File: src/rtl/core/erpp_pkg.sv
// Shared types, widths and constant tables for the Euler rotation and
// perspective projection pipeline. No dependencies.
package erpp_pkg;

  localparam int W_PT     = 32;
  localparam int W_ANG    = 16;
  localparam int W_FOCAL  = 40;
  localparam int W_SCR    = 14;
  localparam int W_IDX    = 3;
  localparam int W_CDATA  = 40;

  // CORDIC datapath, Q2.30 with one guard bit.
  localparam int W_CXY      = 33;
  localparam int W_CZ       = 34;
  localparam int MAX_STEPS  = 24;
  localparam int TRIG_BITS  = 24;
  localparam int W_TRIG     = 26;
  localparam logic signed [W_CXY-1:0] CORDIC_GAIN = 33'sd652032874;

  // Rotation datapath.
  localparam int W_ROT  = 34;
  localparam int W_SUM  = 62;

  // Projection datapath.
  localparam int W_V        = 36;
  localparam int W_MAG      = 35;
  localparam int F_SPLIT    = 20;
  localparam int W_PP       = W_MAG + F_SPLIT;
  localparam int W_NUM      = W_MAG + W_FOCAL;
  localparam int QUOT_BITS  = 45;
  localparam int W_SCREEN   = 48;

  typedef enum logic [W_IDX-1:0] {
    REG_CAMERA_X      = 3'd0,
    REG_CAMERA_Y      = 3'd1,
    REG_CAMERA_Z      = 3'd2,
    REG_FOCAL_LENGTH  = 3'd3,
    REG_SCREEN_WIDTH  = 3'd4,
    REG_SCREEN_HEIGHT = 3'd5
  } cfg_reg_t;

  typedef struct packed {
    logic                    flip;
    logic signed [W_CXY-1:0] x;
    logic signed [W_CXY-1:0] y;
    logic signed [W_CZ-1:0]  z;
  } cordic_st_t;

  typedef struct packed {
    logic [W_MAG-1:0]     d;
    logic [W_MAG-1:0]     rem;
    logic [QUOT_BITS-1:0] n;
    logic [QUOT_BITS-1:0] q;
  } div_st_t;

  typedef struct packed {
    logic signed [W_PT-1:0] x;
    logic signed [W_PT-1:0] y;
    logic signed [W_PT-1:0] z;
  } point_t;

  typedef struct packed {
    logic neg_x;
    logic neg_y;
    logic cap_x;
    logic cap_y;
    logic clamp;
  } side_t;

  // Arctangent of 2^-i as a fraction of a quarter turn, Q2.30.
  function automatic logic [31:0] atan_lookup(input int unsigned i);
    case (i)
      0:       return 32'h20000000;
      1:       return 32'h12E4051E;
      2:       return 32'h09FB385B;
      3:       return 32'h051111D4;
      4:       return 32'h028B0D43;
      5:       return 32'h0145D7E1;
      6:       return 32'h00A2F61E;
      7:       return 32'h00517C55;
      8:       return 32'h0028BE53;
      9:       return 32'h00145F2F;
      10:      return 32'h000A2F98;
      11:      return 32'h000517CC;
      12:      return 32'h00028BE6;
      13:      return 32'h000145F3;
      14:      return 32'h0000A2FA;
      15:      return 32'h0000517D;
      16:      return 32'h000028BE;
      17:      return 32'h0000145F;
      18:      return 32'h00000A30;
      19:      return 32'h00000518;
      20:      return 32'h0000028C;
      21:      return 32'h00000146;
      22:      return 32'h000000A3;
      23:      return 32'h00000051;
      default: return 32'h00000000;
    endcase
  endfunction

  // CORDIC Q2.30 result to Q.24 with rounding, then undo the half-turn fold.
  function automatic logic signed [W_TRIG-1:0] trig_out(input logic flip,
                                                       input logic signed [W_CXY-1:0] v);
    logic signed [W_CXY:0] t;
    t = (($bits(t))'(v) + 34'sd32) >>> (30 - TRIG_BITS);
    return W_TRIG'(flip ? -t : t);
  endfunction

  // Product sum in Q.24 back to the coordinate format, add half and floor.
  function automatic logic signed [W_ROT-1:0] rnd_trig(input logic signed [W_SUM-1:0] s);
    logic signed [W_SUM-1:0] t;
    t = (s + (W_SUM'(1) <<< (TRIG_BITS - 1))) >>> TRIG_BITS;
    return W_ROT'(t);
  endfunction

endpackage

File: src/rtl/core/erpp_cordic_cell.sv
// One CORDIC rotation-mode micro-rotation with its pipeline register.
// Depends on erpp_pkg.
module erpp_cordic_cell import erpp_pkg::*;
#(
  parameter int STEP = 0
) (
  input  logic       clk,
  input  logic       en,
  input  cordic_st_t st_i,
  output cordic_st_t st_o
);

  localparam logic signed [W_CZ-1:0] ATAN = W_CZ'(atan_lookup(STEP));

  cordic_st_t              st_r;
  cordic_st_t              st_nxt;
  logic signed [W_CXY-1:0] x_in;
  logic signed [W_CXY-1:0] y_in;
  logic signed [W_CZ-1:0]  z_in;
  logic signed [W_CXY-1:0] xs;
  logic signed [W_CXY-1:0] ys;

  always_comb begin
    x_in = st_i.x;
    y_in = st_i.y;
    z_in = st_i.z;
    xs = x_in >>> STEP;
    ys = y_in >>> STEP;
    st_nxt.flip = st_i.flip;
    if (!z_in[W_CZ-1]) begin
      st_nxt.x = x_in - ys;
      st_nxt.y = y_in + xs;
      st_nxt.z = z_in - ATAN;
    end else begin
      st_nxt.x = x_in + ys;
      st_nxt.y = y_in - xs;
      st_nxt.z = z_in + ATAN;
    end
  end

  always_ff @(posedge clk) begin
    if (en) begin
      st_r <= st_nxt;
    end
  end

  assign st_o = st_r;

endmodule

File: config.mk
export PLATFORM = sky130hd
export DESIGN_NAME = erpp_cordic_cell
export DESIGN_NICKNAME = d
export VERILOG_FILES = /design/src/rtl/core/erpp_pkg.sv /design/src/rtl/core/erpp_cordic_cell.sv
export SDC_FILE = /design/constraint.sdc
export NUM_CORES = 1
export LEC_CHECK = 0
export BUFFER_PORTS_ARGS = -buffer_cell sky130_fd_sc_hd__buf_2
export CAP_MARGIN = 10
export CORE_MARGIN = 5
export CORE_UTILIZATION = 50
export DETAILED_ROUTE_END_ITERATION = 16
export GPL_TIMING_DRIVEN = 0
export PLACE_DENSITY = 0.85
export SETUP_SLACK_MARGIN = 0.2
export SLEW_MARGIN = 20
export SYNTH_ARGS = -nofsm -noshare
export SYNTH_HDL_FRONTEND = slang
export SYNTH_SLANG_ARGS = --single-unit
File: constraint.sdc
create_clock -name clk -period 2.8 [get_ports clk]
set_clock_uncertainty 0.15 [all_clocks]
set_input_delay 0.28 -clock clk [delete_from_list [all_inputs] [get_ports clk]]
set_output_delay 0.28 -clock clk [all_outputs]
set_load 0.02 [all_outputs]
==> impl_summary.txt <==
----------------------------------------------------
[Drt]
  DR iter-0 viols ... about 1,100
  1st-pass router iterations ... 7
  Post-detailed-route DRC marker count ... 0
  Average via count per standard cell ... between 6 and 7
  Via count ... 9,107
  WL per Instance ... roughly 21 um
  Total Routed Length ... ~32 mm
  Final ANT Viol Nets ... 0

[Setup path]
  Instance count on the critical path ... 14
  Worst setup SP type ... input pin
  Worst Path Class, Setup ... input pin to flop
  WP data required ... between 2000 and 3000 ps
  Critical path destination ... st_o[99]
  Bufs and invs on worst path ... 3
  Max stage delay cell, worst path ... sky130_fd_sc_hd__a2111oi_4
  Launching instance or port of the critical path ... st_i[67]
  Largest stage delay on the critical path ... ~480 ps
  Crit path max-delay family ... compound AO/OA/AOI/OAI gates
  CP Max Fanout ... 3
  Critical path arrival ... about 2800 ps
  Critical path endpoint category ... flop
  Critical Path, Cell by Cell ... buf_8, inv_1, ha_2, fa_2, inv_2, a21oi_4, o221ai_4, a31oi_4, o41ai_4, a31o_2, a2111oi_4, o21ai_2, a21bo_2, xnor2_1

[Clock network]
  CTS tree ... built
  Maximum level of the CTS H-tree ... 3
  CTS Buf Count ... 9
  Number of clock sinks ... 100
  Library cell used as clock root buffer ... sky130_fd_sc_hd__clkbuf_16
  Clock slew at the register clock pins of the worst setup and hold paths ... about 70 ps
  Maximum clock path buffer count ... 2

[Synth]
  Share of synthesized flip-flops with an asynchronous set or reset ... 0%
  Distinct cell type count after synthesis ... 81
  Average instance area after synthesis ... between 9 and 10 um2
  Most instantiated flip-flop cell in the synthesis netlist ... sky130_fd_sc_hd__edfxtp_1
  Cell taking the most area after synthesis ... sky130_fd_sc_hd__edfxtp_1
  Proportion of synthesized chip area in sequential cells ... between 30% and 40%
  Synth Net Count ... between 1,000 and 1,500
  Number of flops mapped to enable cells by yosys ... 100
  Post-Synthesis Cells ... ~950
  Area of the mapped netlist ... between 8000 and 9000 um2
  Yosys reg bits ... 100
  Dominant cells by area after synthesis ... sky130_fd_sc_hd__edfxtp_1, sky130_fd_sc_hd__ha_1, sky130_fd_sc_hd__a21oi_1
  Total number of yosys warnings ... 0
  Portion of synthesized cell area occupied by the leading cell type ... approximately a third

[GRT]
  Combined global-route utilization of all metal layers ... roughly 29%
  Total overflow reported by the global router ... 0
  Wire length of the first global-routing pass ... 46.7 mm
  Pin count of the biggest net entering global routing ... 55
  Number of global-route vias before repair ... approximately 8,500
  Initial antenna violation count ... 0

[Die]
  Overall die height ... around 140 um
  Ports placed on the boundary ... 204
  Die area ... about 20,000 um2
  Core footprint ... ~17,000 um2
  Initial standard-cell utilization of the core ... approximately 50%
  Placement Rows ... 48
  Overall die width ... around 140 um

[Final layout]
  Fill cells ... roughly 1,200
  Ratio of cells with drive above 1 in the final layout ... just over 40%
  Top library cells by usage in the layout, fill and taps aside ... sky130_fd_sc_hd__buf_2, sky130_fd_sc_hd__edfxtp_1, sky130_fd_sc_hd__a21oi_1
  Final standard cell area without fillers ... ~13,000 um2
  Synth-to-layout area growth ... 46.6%
  Max reg flops ... 100
  Antenna fix cells ... 0
  Number of nets in the layout ... approximately 1,500
  Commonest non-fill, non-tap cell in the layout ... sky130_fd_sc_hd__buf_2

[Pwr]
  VDD IR-drop max ... 0.375 mV
  Leakage Power ... roughly 5.6 nW
  Power density over the cells ... 468 nW/um2

[Timing]
  Setup repair after global routing missed its margin ... true
  Fin Setup TNS ... -290 ps
  Number of setup violations in the final report ... 6
  Tightest slew margin relative to the limit ... 25.9%
  Transition time of the tightest slew-check pin ... ~1100 ps
  Final min period ... 2880 ps
  Worst-case setup margin in the final layout ... -79.7 ps
  Final clock period utilization by the worst path ... 103%
  Final hold violations ... 0
  Fmax ... approximately 350 MHz
  Final max-slew violation count ... 0

[Job]
  Count of maximum capacitance violations ... 0

[Hold path]
  Worst min-delay path category ... input pin to flop

[Status]
  Violated checks ... setup timing
  Status ... complete, but fails checks

[Placement]
  GPL Wtd Cong ... between 1 and 1.5
  Number of port buffers ... 203
  Placed instance area ... approximately 10,000 um2
  Placed wire-length estimate after detailed placement ... between 20 and 25 mm

----------------------------------------------------
through the flow:
stage          hold slack, ps  util (%)  cells  worst slack, ps  power, mW
2_1_floorplan             229         -    954             48.5       3.41
3_3_place_gp              307      60.6   1382             -802       4.10
3_5_place_dp              309      60.8   1383             -840       4.14
4_1_cts                  62.9      70.3   1481            -73.0       5.70
5_1_grt                  65.3      74.4   1512             -151       6.22
6_report                 65.1      74.4   1512            -79.7       5.98
synth_stat cells (10+ instances only):
library cell               count
sky130_fd_sc_hd__edfxtp_1    100
sky130_fd_sc_hd__o211ai_1     10
sky130_fd_sc_hd__a21oi_1     114
sky130_fd_sc_hd__nor3_1       15
sky130_fd_sc_hd__o21bai_1     16
sky130_fd_sc_hd__xnor2_1      56
sky130_fd_sc_hd__clkbuf_1     18
sky130_fd_sc_hd__mux2i_1      12
sky130_fd_sc_hd__o21ai_0      48
sky130_fd_sc_hd__nand3_1      18
sky130_fd_sc_hd__a31oi_1      16
sky130_fd_sc_hd__inv_1       101
sky130_fd_sc_hd__nand2_1      41
sky130_fd_sc_hd__a21o_1       22
sky130_fd_sc_hd__ha_1         99
sky130_fd_sc_hd__nor2_1       87
sky130_fd_sc_hd__o31ai_1      14
logic make-up after synthesis:
family | count (synthesis) | synth area share [%]
DFF | 100 | 34.4
buffers and inverters | 149 | 7.78
AOI/OAI and AO/OA | 312 | 23.3
muxes | 13 | 1.51
xor gates and xnor gates | 65 | 6.53
adders and majority gates | 103 | 15.1
and+or+nand+nor | 212 | 11.3
routing by layer:
layer  global-route usage, %  vias to the layer above  wire (um)
met5                       0                        -          0
met4                    8.38                        0       1130
met3                    4.07                      109       3050
met2                    49.6                      603      15400
met1                    39.4                     4317      12700
li1                        -                     4078          -
what timing repair did:
| action | 4_1_cts | 5_1_grt |
|---|---|---|
| hold buffers | 30 | 0 |
| pin swaps | 61 | 65 |
| gates resized for setup | 146 | 116 |
| gates cloned | 1 | 0 |
| setup endpoints to repair | 33 | 38 |
| buffers inserted | 51 | 31 |
| hold endpoints to repair | 30 | 0 |
how the worst min path moves through the flow:
stage | startpoint | end | slack, ps | cells after the start
6_report | st_i[29] | st_o[29] | 70 | 2
5_1_grt | st_i[29] | st_o[29] | 70 | 2
2_1_floorplan | st_i[0] | st_o[0] | 230 | 0
4_1_cts | st_i[29] | st_o[29] | 60 | 2
3_5_place_dp | st_i[26] | st_o[26] | 310 | 1
3_3_place_gp | st_i[21] | st_o[21] | 310 | 1
cell type report:
class                           instances  area, um2  share of cell area, %
Multi-Input combinational cell        705       6230                   48.7
Sequential cell                       100       3000                   23.5
Timing Repair Buffer                  317       2160                   16.9
Inverter                              108        477                   3.73
Buffer                                 41        342                   2.67
Tap cell                              225        282                   2.20
Clock buffer                           11        233                   1.82
Clock inverter                          5       57.6                  0.450
report_power, final:
group          switching (mW)  internal (mW)  leakage, nW  total (mW)
Combinational            1.63           1.10         4.46        2.73
Clock                   0.564          0.698        0.144        1.26
Sequential             0.0621           1.93        0.979        1.99
(Power assumes the default switching activity.)
