===== src/rtl/core/erpp_pkg.sv =====
// Shared types, widths and constant tables for the Euler rotation and
// perspective projection pipeline. No dependencies.
package erpp_pkg;

  localparam int W_PT     = 32;
  localparam int W_ANG    = 16;
  localparam int W_FOCAL  = 40;
  localparam int W_SCR    = 14;
  localparam int W_IDX    = 3;
  localparam int W_CDATA  = 40;

  // CORDIC datapath, Q2.30 with one guard bit.
  localparam int W_CXY      = 33;
  localparam int W_CZ       = 34;
  localparam int MAX_STEPS  = 24;
  localparam int TRIG_BITS  = 24;
  localparam int W_TRIG     = 26;
  localparam logic signed [W_CXY-1:0] CORDIC_GAIN = 33'sd652032874;

  // Rotation datapath.
  localparam int W_ROT  = 34;
  localparam int W_SUM  = 62;

  // Projection datapath.
  localparam int W_V        = 36;
  localparam int W_MAG      = 35;
  localparam int F_SPLIT    = 20;
  localparam int W_PP       = W_MAG + F_SPLIT;
  localparam int W_NUM      = W_MAG + W_FOCAL;
  localparam int QUOT_BITS  = 45;
  localparam int W_SCREEN   = 48;

  typedef enum logic [W_IDX-1:0] {
    REG_CAMERA_X      = 3'd0,
    REG_CAMERA_Y      = 3'd1,
    REG_CAMERA_Z      = 3'd2,
    REG_FOCAL_LENGTH  = 3'd3,
    REG_SCREEN_WIDTH  = 3'd4,
    REG_SCREEN_HEIGHT = 3'd5
  } cfg_reg_t;

  typedef struct packed {
    logic                    flip;
    logic signed [W_CXY-1:0] x;
    logic signed [W_CXY-1:0] y;
    logic signed [W_CZ-1:0]  z;
  } cordic_st_t;

  typedef struct packed {
    logic [W_MAG-1:0]     d;
    logic [W_MAG-1:0]     rem;
    logic [QUOT_BITS-1:0] n;
    logic [QUOT_BITS-1:0] q;
  } div_st_t;

  typedef struct packed {
    logic signed [W_PT-1:0] x;
    logic signed [W_PT-1:0] y;
    logic signed [W_PT-1:0] z;
  } point_t;

  typedef struct packed {
    logic neg_x;
    logic neg_y;
    logic cap_x;
    logic cap_y;
    logic clamp;
  } side_t;

  // Arctangent of 2^-i as a fraction of a quarter turn, Q2.30.
  function automatic logic [31:0] atan_lookup(input int unsigned i);
    case (i)
      0:       return 32'h20000000;
      1:       return 32'h12E4051E;
      2:       return 32'h09FB385B;
      3:       return 32'h051111D4;
      4:       return 32'h028B0D43;
      5:       return 32'h0145D7E1;
      6:       return 32'h00A2F61E;
      7:       return 32'h00517C55;
      8:       return 32'h0028BE53;
      9:       return 32'h00145F2F;
      10:      return 32'h000A2F98;
      11:      return 32'h000517CC;
      12:      return 32'h00028BE6;
      13:      return 32'h000145F3;
      14:      return 32'h0000A2FA;
      15:      return 32'h0000517D;
      16:      return 32'h000028BE;
      17:      return 32'h0000145F;
      18:      return 32'h00000A30;
      19:      return 32'h00000518;
      20:      return 32'h0000028C;
      21:      return 32'h00000146;
      22:      return 32'h000000A3;
      23:      return 32'h00000051;
      default: return 32'h00000000;
    endcase
  endfunction

  // CORDIC Q2.30 result to Q.24 with rounding, then undo the half-turn fold.
  function automatic logic signed [W_TRIG-1:0] trig_out(input logic flip,
                                                       input logic signed [W_CXY-1:0] v);
    logic signed [W_CXY:0] t;
    t = (($bits(t))'(v) + 34'sd32) >>> (30 - TRIG_BITS);
    return W_TRIG'(flip ? -t : t);
  endfunction

  // Product sum in Q.24 back to the coordinate format, add half and floor.
  function automatic logic signed [W_ROT-1:0] rnd_trig(input logic signed [W_SUM-1:0] s);
    logic signed [W_SUM-1:0] t;
    t = (s + (W_SUM'(1) <<< (TRIG_BITS - 1))) >>> TRIG_BITS;
    return W_ROT'(t);
  endfunction

endpackage


===== src/rtl/core/erpp_div_cell.sv =====
// One restoring-division step that settles a single quotient bit.
// Depends on erpp_pkg.
module erpp_div_cell import erpp_pkg::*;
#(
  parameter int BIT = 0
) (
  input  logic    clk,
  input  logic    en,
  input  div_st_t st_i,
  output div_st_t st_o
);

  div_st_t          st_r;
  div_st_t          st_nxt;
  logic [W_MAG:0]   rem2;

  always_comb begin
    st_nxt = st_i;
    rem2 = {st_i.rem, st_i.n[BIT]};
    if (rem2 >= {1'b0, st_i.d}) begin
      st_nxt.rem    = W_MAG'(rem2 - {1'b0, st_i.d});
      st_nxt.q[BIT] = 1'b1;
    end else begin
      st_nxt.rem = W_MAG'(rem2);
    end
  end

  always_ff @(posedge clk) begin
    if (en) begin
      st_r <= st_nxt;
    end
  end

  assign st_o = st_r;

endmodule


===== config.mk =====
export PLATFORM = sky130hd
export DESIGN_NAME = erpp_div_cell
export DESIGN_NICKNAME = d
export VERILOG_FILES = /design/src/rtl/core/erpp_pkg.sv /design/src/rtl/core/erpp_div_cell.sv
export SDC_FILE = /design/constraint.sdc
export NUM_CORES = 1
export LEC_CHECK = 0
export ABC_AREA = 0
export BUFFER_PORTS_ARGS = -buffer_cell sky130_fd_sc_hd__buf_2
export CAP_MARGIN = 20
export CORE_UTILIZATION = 45
export DETAILED_ROUTE_END_ITERATION = 7
export GPL_ROUTABILITY_DRIVEN = 0
export PLACE_DENSITY = 0.87
export SETUP_SLACK_MARGIN = 0.4
export SLEW_MARGIN = 10
export SYNTH_ARGS = -nofsm -noshare
export SYNTH_HDL_FRONTEND = slang
export SYNTH_SLANG_ARGS = --single-unit

===== constraint.sdc =====
create_clock -name clk -period 4.1 [get_ports clk]
set_input_delay 0.41 -clock clk [delete_from_list [all_inputs] [get_ports clk]]
set_output_delay 0.41 -clock clk [all_outputs]
set_load 0.01 [all_outputs]

==> impl_metrics.yaml, run 1 <==
status:
  status: "finished, final reports clean"
sta:
  timing.hold.ws_ps: 148.2
  relSlewSlack: 0.5234
  setup_violations: 0
  fmax_ghz: 0.2947
  tightest_slew_ps: 714.8
  fin_setup_tns_ps: 0
  fin_crit_sh: 0.8275
  hold_viol: 0
  finalMaxSlewViolations: 0
  grt_setup_unrepaired: "false"
  min_period_ps: 3393
  setup_ws_ps: 707.3
cts:
  cts_resized: 0
  cts_hold_buffers: 0
  clock-sinks: 160
  cts-buffers-inserted: 17
  post-cts-setup-buffers: 0
  cts_htree_levels: 4
  cts_tree: "built"
  cts.clk_slew.worst_paths_ps: 70
  root_buffer: "clkbuf_16"
  cts_buffer_depth: 2
grt:
  grt-busiest-layer: "met2"
  grt_pass1_wl_mm: 30.45
  grt_pass1_vias: 5575
  track_usage: 0.2487
  met3_usage: 0.08979
  antenna_found_initial: 3
  grt_max_degree: 86
  met2_usage: 0.4177
  grtUsageMet1: 0.2811
  grt_overflow_total: 0
floorplanning:
  ioPinCount: 322
  start_util: 0.4630
  core_area_um2: 15940
  rows: 46
  dieHeight_um: 130.1
  die_area_um2: 16920
  die_x_um: 130.1
synth:
  synth_fp_nets: 722
  yosysWarnings: 0
  avgSynthCellArea_um2: 14.09
  yosysSeqAreaShare: 0.6508
  yosysMostFrequentCell: "edfxtp_1"
  synth.largest_area_cell: "edfxtp_1"
  synth.top_cells.by_count: "edfxtp_1, inv_1, ha_1"
  syn_area_um2: 7382
  synthTopCellsByArea: "edfxtp_1, ha_1, mux2_1, a21oi_1, inv_1"
  synth-async-reset-ratio: 0
  synth_edf_count: 160
  syn_inst: 524
  yosys.area.top_type_share: 0.6508
  synth_top_flop_cell: "edfxtp_1"
  synth_seq_cells: 160
  yosysUniqueCellTypes: 52
route:
  num_vias: 5736
  final_antenna_net_count: 0
  wirelength_mm: 21.65
  via_per_inst: 5.306
  dr.pass1.iters: 5
  drt_iter0_drc: 414
  drc: 0
  wire_per_inst_um: 20.02
placed_design:
  dp_hpwl_mm: 16.50
  dpl_cell_area_um2: 9226
  pre_cts_slack_ps: 331.0
  portBuffers: 321
finish:
  largest_register_ffs: 160
  finalInstanceArea_um2: 9877
  syn_to_final_growth_pct: 33.80
  diodes: 0
  drive_gt1_frac: 0.4301
  num-nets-final: 1050
power:
  p_sw_w: 0.001225
  swShare: 0.2659
  powerDensity_nw_per_um2: 466.6
  intPower_w: 0.003383
  seq_power_share: 0.441
  clkPwrFrac: 0.379
  ir_worst_vdd_v: 0.0002981
  power_frac_comb: 0.180
  p_leak_nw: 4.378
worst_setup_path:
  path_class: "input pin to flop"
  critPathRequiredTime_ps: 4270
  cp_max_fo: 20
  cp-start-kind: "input pin"
  endpoint_kind: "flop"
  arrival_ps: 3570
worst_hold_path:
  hold_path_class: "input pin to flop"
run:
  max_cap_violations: 0
[per-layer routing]
| metal | vias up | share of wire |
|---|---|---|
| li1 | 2658 | - |
| met1 | 2715 | 0.37 |
| met2 | 303 | 0.49 |
| met3 | 54 | 0.10 |
| met4 | 6 | 0.034 |
| met5 | - | 0.0018 |
[cell type report]
class | count | area (um^2)
clock inverters | 14 | 221.5
well taps | 216 | 270.3
inverters | 42 | 157.7
fillers | 1268 | 6066
repair buffers | 326 | 1663
multi-input cells | 305 | 2331
clock buffers | 18 | 429.2
flip-flops and latches | 160 | 4805
[critical path: stages]
cell and delay (ps):
buf_2 90, inv_1 50, ha_1 230, fa_1 440, nand2b_1 200, a211oi_2 290
nor4b_2 140, o311ai_2 310, a221oi_2 170, o21a_1 240, o41ai_4 260, buf_4 360
mux2_1 370
[kinds of logic after synthesis]
logic type | after synthesis | share of synthesized area
AOI/OAI and AO/OA | 120 | 0.1092
xor gates and xnor gates | 29 | 0.03441
adders and majority gates | 36 | 0.06203
buffers and inverters | 59 | 0.03339
DFF | 160 | 0.6508
muxes | 34 | 0.05152
and+or+nand+nor | 86 | 0.05864
[per-stage QoR]
stage	power, W	util	std cells
2_1_floorplan	0.002508	-	524
3_3_place_gp	0.002861	0.5787	1049
3_5_place_dp	0.002887	0.5787	1049
4_1_cts	0.004636	0.6195	1081
5_1_grt	0.004781	0.6195	1081
6_report	0.004609	0.6195	1081
[cell usage in the layout, fill, tap and decap left out, types with 5 or more instances in the layout]
cell,netlist,routed
a21o_1,17,17
a21oi_1,33,33
a31oi_1,11,11
buf_2,2,320
clkbuf_16,0,17
edfxtp_1,160,160
ha_1,35,35
inv_1,42,42
inv_6,0,5
mux2_1,26,26
mux2_2,6,6
nand2_1,17,17
nand2b_1,5,5
nand3_1,12,12
nand4_1,8,8
nor2_1,18,18
nor2b_1,5,5
nor3_1,10,10
o21ai_0,23,23
xnor2_1,17,17
xor2_1,12,12
[final timing paths]
check	to	slack, ps	startpoint	depth (start not counted)
worst max-delay path	st_o[112]$_DFFE_PP_	710	st_i[45]	13
worst min-delay path	st_o[14]$_DFFE_PP_	150	st_i[14]	1
[power by group through the flow]
| stage | registers [W] | clock network (W) | logic, W |
|---|---|---|---|
| 5_1_grt | 0.00205 | 0.00184 | 0.000895 |
| 6_report | 0.00203 | 0.00175 | 0.000828 |
| 4_1_cts | 0.00204 | 0.00178 | 0.000826 |
| 2_1_floorplan | 0.00216 | 0 | 0.000352 |
| 3_3_place_gp | 0.00206 | 0 | 0.000797 |
| 3_5_place_dp | 0.00207 | 0 | 0.000820 |
Note: power is estimated with default switching activity, not from simulation.
==> run 2: changes to the inputs <==
--- a/config.mk
+++ b/config.mk
@@ -8,7 +8,7 @@
 export ABC_AREA = 0
 export BUFFER_PORTS_ARGS = -buffer_cell sky130_fd_sc_hd__buf_2
 export CAP_MARGIN = 20
-export CORE_UTILIZATION = 45
+export CORE_UTILIZATION = 43
 export DETAILED_ROUTE_END_ITERATION = 7
 export GPL_ROUTABILITY_DRIVEN = 0
 export PLACE_DENSITY = 0.87
==> constraint.sdc (replaced) <==
create_clock -name clk -period 2.9 [get_ports clk]
set_input_delay 0.29 -clock clk [delete_from_list [all_inputs] [get_ports clk]]
set_output_delay 0.29 -clock clk [all_outputs]
set_load 0.01 [all_outputs]
==> run 2 against run 1 <==
Hold slack worse by 110 ps. Critical path depth up 2. Largest cell class unchanged. Critical endpoint is now st_o[120]$_DFFE_PP_. Global-route usage up 0.31 points.
==> impl_metrics.yaml, run 2 (synthesis results as in run 1) <==
status:
  status: "finished, final reports clean"
placed_design:
  dpl_cell_area_um2: 9748
  portBuffers: 321
  pre_cts_slack_ps: -476.9
  dp_hpwl_mm: 17.29
  placed_cells: 1114
sta:
  grt_setup_unrepaired: "true"
  finalMaxSlewViolations: 0
  hold_viol: 0
  relSlewSlack: 0.6577
  fin_setup_tns_ps: 0
  setup_ws_ps: 98.01
  fmax_ghz: 0.3569
  min_period_ps: 2802
  setup_violations: 0
  tightest_slew_ps: 507.1
  fin_crit_sh: 0.9662
finish:
  drive_gt1_frac: 0.4989
  mostFrequentLayoutCells: "buf_2, edfxtp_1, buf_4"
  largest_register_ffs: 160
  multi_input_area_um2: 2509
  final_common_cell: "buf_2"
  fin_cells: 1159
  num-nets-final: 1121
  syn_to_final_growth_pct: 43.58
  seqCellArea_um2: 4805
  finish.utilization: 0.6346
  fillCellCount: 1286
  finalInstanceArea_um2: 10600
power:
  powerDensity_nw_per_um2: 608.6
  ir_worst_vdd_v: 0.0004123
  p_leak_nw: 4.799
floorplanning:
  die_area_um2: 17700
  ioPinCount: 322
  rows: 47
  die_x_um: 133.0
  core_area_um2: 16700
  dieHeight_um: 133.0
  start_util: 0.4420
cts:
  cts_tree: "built"
  cts-buffers-inserted: 17
  cts.clk_slew.worst_paths_ps: 70
  cts_buffer_depth: 2
  cts_htree_levels: 4
  root_buffer: "clkbuf_16"
  clock-sinks: 160
  cts_hold_buffers: 0
worst_setup_path:
  cp_max_fo: 4
  endpoint_kind: "flop"
  path_class: "input pin to flop"
  critPathRequiredTime_ps: 3080
  cp-start-kind: "input pin"
  arrival_ps: 2980
worst_hold_path:
  min_from: "st_i[49]"
  min_to: "st_o[49]$_DFFE_PP_"
  hold_path_class: "input pin to flop"
  hold_depth: 1
route:
  num_vias: 6027
  wire_per_inst_um: 19.56
  final_antenna_net_count: 0
  drc: 0
  wirelength_mm: 22.67
  via_per_inst: 5.200
  drt_iter0_drc: 480
  dr.pass1.iters: 5
grt:
  grt_max_degree: 56
  antenna_found_initial: 6
  grt_pass1_wl_mm: 32.95
  grt_pass1_vias: 5884
  grt_overflow_total: 0
  track_usage: 0.2518
run:
  max_cap_violations: 0
[run 2: changes by cell type in the layout (fill, tap and decap cells not counted), moves of 5 or more]
cell	change
buf_4	+65
inv_8	+5
mux2_1	-9
mux2_2	-6
mux2_4	+15
[run 2: repair_timing]
| action | CTS | global route |
|---|---|---|
| gates resized for setup | 23 | 21 |
| setup buffers | 5 | 3 |
| setup endpoints to repair | 36 | 36 |
| gates cloned | 2 | 0 |
| pin swaps | 2 | 4 |
[run 2: per-layer routing]
metal	up-vias	share of wire	routed length, um	GRT usage
met4	8	0.023	512	0.09004
met5	-	0.0024	55	0
met3	44	0.084	1908	0.07318
met1	2897	0.38	8718	0.2971
met2	283	0.51	11480	0.4354
li1	2795	-	-	-
[run 2: per-stage QoR]
step                power (W)  hold slack [ps]
floorplan            0.003562            388.9
global placement     0.004177            467.7
detailed placement   0.004217            468.3
CTS                  0.006455            13.98
global route         0.006688            12.49
finish               0.006451            33.74
[run 2: cell type report]
class                           instances  area share
Sequential cell                       160      0.4533
Multi-Input combinational cell        305      0.2367
Timing Repair Buffer                  397      0.2128
Clock buffer                           18     0.04049
Tap cell                              220     0.02597
Inverter                               42     0.01605
Clock inverter                         14     0.01393
Antenna cell                            3   0.0007083
[run 2: worst max path at each step]
stage              from             endpoint  slack [ps]  cells past startpoint
2_1_floorplan  st_i[45]  st_o[100]$_DFFE_PP_        -270                     12
3_5_place_dp   st_i[45]   st_o[95]$_DFFE_PP_        -480                     13
4_1_cts        st_i[45]  st_o[111]$_DFFE_PP_         100                     14
3_3_place_gp   st_i[45]   st_o[95]$_DFFE_PP_        -380                     13
6_report       st_i[45]  st_o[120]$_DFFE_PP_         100                     15
5_1_grt        st_i[45]  st_o[102]$_DFFE_PP_         -20                     14
[run 2: report_power, final]
part	internal, W	switching (W)	total, W
clock	0.00115	0.00103	0.00218
combinational	0.000666	0.000736	0.00140
sequential	0.00281	0.0000557	0.00287
total	0.00463	0.00182	0.00645
[run 2: critical path, stage by stage]
cell and delay, ps:
buf_12 90, inv_12 30, ha_4 150, fa_2 340, nand2b_4 160, a211oi_4 260, nor4b_4 90, o311ai_2 300
a221oi_2 120, o21a_1 220, o41ai_4 220, buf_6 180, buf_6 100, buf_8 120, mux2_4 300
==> run 3: changes to the inputs <==
--- a/config.mk
+++ b/config.mk
@@ -8,10 +8,11 @@
 export ABC_AREA = 0
 export BUFFER_PORTS_ARGS = -buffer_cell sky130_fd_sc_hd__buf_2
 export CAP_MARGIN = 20
-export CORE_UTILIZATION = 43
+export CORE_UTILIZATION = 45
+export CTS_BUF_LIST = sky130_fd_sc_hd__clkbuf_2
 export DETAILED_ROUTE_END_ITERATION = 7
 export GPL_ROUTABILITY_DRIVEN = 0
-export PLACE_DENSITY = 0.87
+export PLACE_DENSITY = 0.9
 export SETUP_SLACK_MARGIN = 0.4
 export SLEW_MARGIN = 10
 export SYNTH_ARGS = -nofsm -noshare
==> run 3 against run 2 <==
The flow now finishes with violations (hold timing). Worst setup slack better by 280 ps. First-iteration DRC count is 19% higher. Routed wire length is 20% higher. Critical path type unchanged. Critical endpoint is now st_o[117]$_DFFE_PP_. Largest cell class unchanged.
==> impl_metrics.yaml, run 3 (synthesis results as in run 1) <==
status:
  status: "complete, but fails checks"
  violations: "hold timing"
finish:
  fin_cells: 1317
  syn_to_final_growth_pct: 61.81
  drive_gt1_frac: 0.4354
  mostFrequentLayoutCells: "buf_2, edfxtp_1, dlygate4sd3_1"
  finish.utilization: 0.7493
  largest_register_ffs: 160
  finalInstanceArea_um2: 11950
  final_common_cell: "buf_2"
  num-nets-final: 1277
worst_hold_path:
  hold_path_class: "input pin to flop"
grt:
  grt_overflow_total: 0
  grt_pass1_wl_mm: 38.27
  antenna_found_initial: 6
  grt_pass1_vias: 6835
  track_usage: 0.3092
  grt_max_degree: 60
worst_setup_path:
  crit_path_cell_trace: "dlygate4sd3_1 -> buf_2 -> inv_1 -> ha_1 -> nand2_1 -> nor3_1 -> nand4_1 -> a21oi_1 -> nor2b_1 -> o41ai_4 -> buf_4 -> buf_6 -> mux2_4"
  arrival_ps: 3070
  slowest_delay_ps: 540
  startpoint: "st_i[152]"
  cp_max_fo: 9
  cp.depth: 13
  cpMaxStageDelayCell: "dlygate4sd3_1"
  path_class: "input pin to flop"
  worst-path-buf-inv: 5
  cp-start-kind: "input pin"
  endpoint: "st_o[117]$_DFFE_PP_"
  critPathRequiredTime_ps: 3450
  crit_family: "buffers and inverters"
  endpoint_kind: "flop"
sta:
  timing.hold.ws_ps: -295.2
  fmax_ghz: 0.3968
  grt_setup_unrepaired: "true"
  relSlewSlack: 0.6368
  fin_crit_sh: 0.8690
  hold_viol: 4
  min_period_ps: 2520
  setup_violations: 0
  finalMaxSlewViolations: 0
  tightest_slew_ps: 538.0
floorplanning:
  rows: 46
  start_util: 0.4630
  ioPinCount: 322
  die_x_um: 130.1
  core_area_um2: 15940
  dieHeight_um: 130.1
  die_area_um2: 16920
cts:
  cts.clk_slew.worst_paths_ps: 250
  clock-sinks: 160
  cts_buffer_depth: 2
  cts_htree_levels: 4
  cts_tree: "built"
  cts-buffers-inserted: 17
  root_buffer: "clkbuf_2"
  cts_hold_buffers: 158
route:
  num_vias: 6961
  dr.pass1.iters: 5
  wirelength_mm: 27.14
  final_antenna_net_count: 0
  via_per_inst: 5.285
  drc: 0
  drt_iter0_drc: 572
  wire_per_inst_um: 20.61
run:
  max_cap_violations: 0
power:
  powerDensity_nw_per_um2: 499.4
  p_leak_nw: 5.401
  ir_worst_vdd_v: 0.0002872
placed_design:
  placed_cells: 1106
  dpl_cell_area_um2: 9726
  dp_hpwl_mm: 17.15
  portBuffers: 321
run 3: cell types whose count changed in the layout (fill, tap and decap cells not counted), sizes merged:
cell | previous run | this run
buf | 397 | 392
bufinv | 0 | 3
clkbuf | 18 | 20
clkinv | 5 | 2
clkinvlp | 2 | 1
diode | 3 | 10
dlygate4sd3 | 0 | 157
dlymetal6s4s | 0 | 1
inv | 49 | 50
run 3: where the power goes:
part	internal (W)	switching, W
Combinational	0.000830	0.000808
Clock	0.000516	0.000932
Sequential	0.00281	0.0000689
Total	0.00416	0.00181
run 3: how the worst min path moves through the flow:
stage	start	to	slack, ps	cells after the start
3_5_place_dp	st_i[18]	st_o[18]$_DFFE_PP_	470	1
2_1_floorplan	st_i[10]	st_o[10]$_DFFE_PP_	390	0
6_report	st_i[125]	st_o[125]$_DFFE_PP_	-300	1
3_3_place_gp	st_i[72]	st_o[72]$_DFFE_PP_	470	1
4_1_cts	st_i[125]	st_o[125]$_DFFE_PP_	-320	1
5_1_grt	st_i[125]	st_o[125]$_DFFE_PP_	-350	1
run 3: area by class of cell:
class / instances / area, um^2
antenna: 10 / 25.02
clock buffer: 17 / 85.08
clock inverter: 14 / 196.4
fill: 1004 / 3998
inverter: 42 / 170.2
multi-input combinational: 305 / 2527
sequential: 160 / 4805
tap: 216 / 270.3
timing repair buffer: 553 / 3866
run 3: repair_timing:
action	CTS	global route
gates cloned	1	5
buffers inserted	1	5
hold endpoints to repair	187	4
pin swaps	0	5
gates resized for setup	2	41
setup endpoints to repair	15	36
run 3: metal layers:
metal  vias up  global-route usage  wire [um]
li1       3110                   -          -
met1      3316              0.3517       9650
met2       428              0.5156      13350
met3       107             0.09553       2692
met4         0              0.1792       1448
met5         -                   0          0
run 3: metrics by stage:
step                setup WS [ps]  TNS (ps)  power [W]
global route                339.6         0   0.006176
detailed placement         -482.1    -15820   0.004203
CTS                         399.1         0   0.005803
global placement           -405.5    -13300   0.004163
finish                      379.9         0   0.005966
floorplan                  -270.1     -7796   0.003562
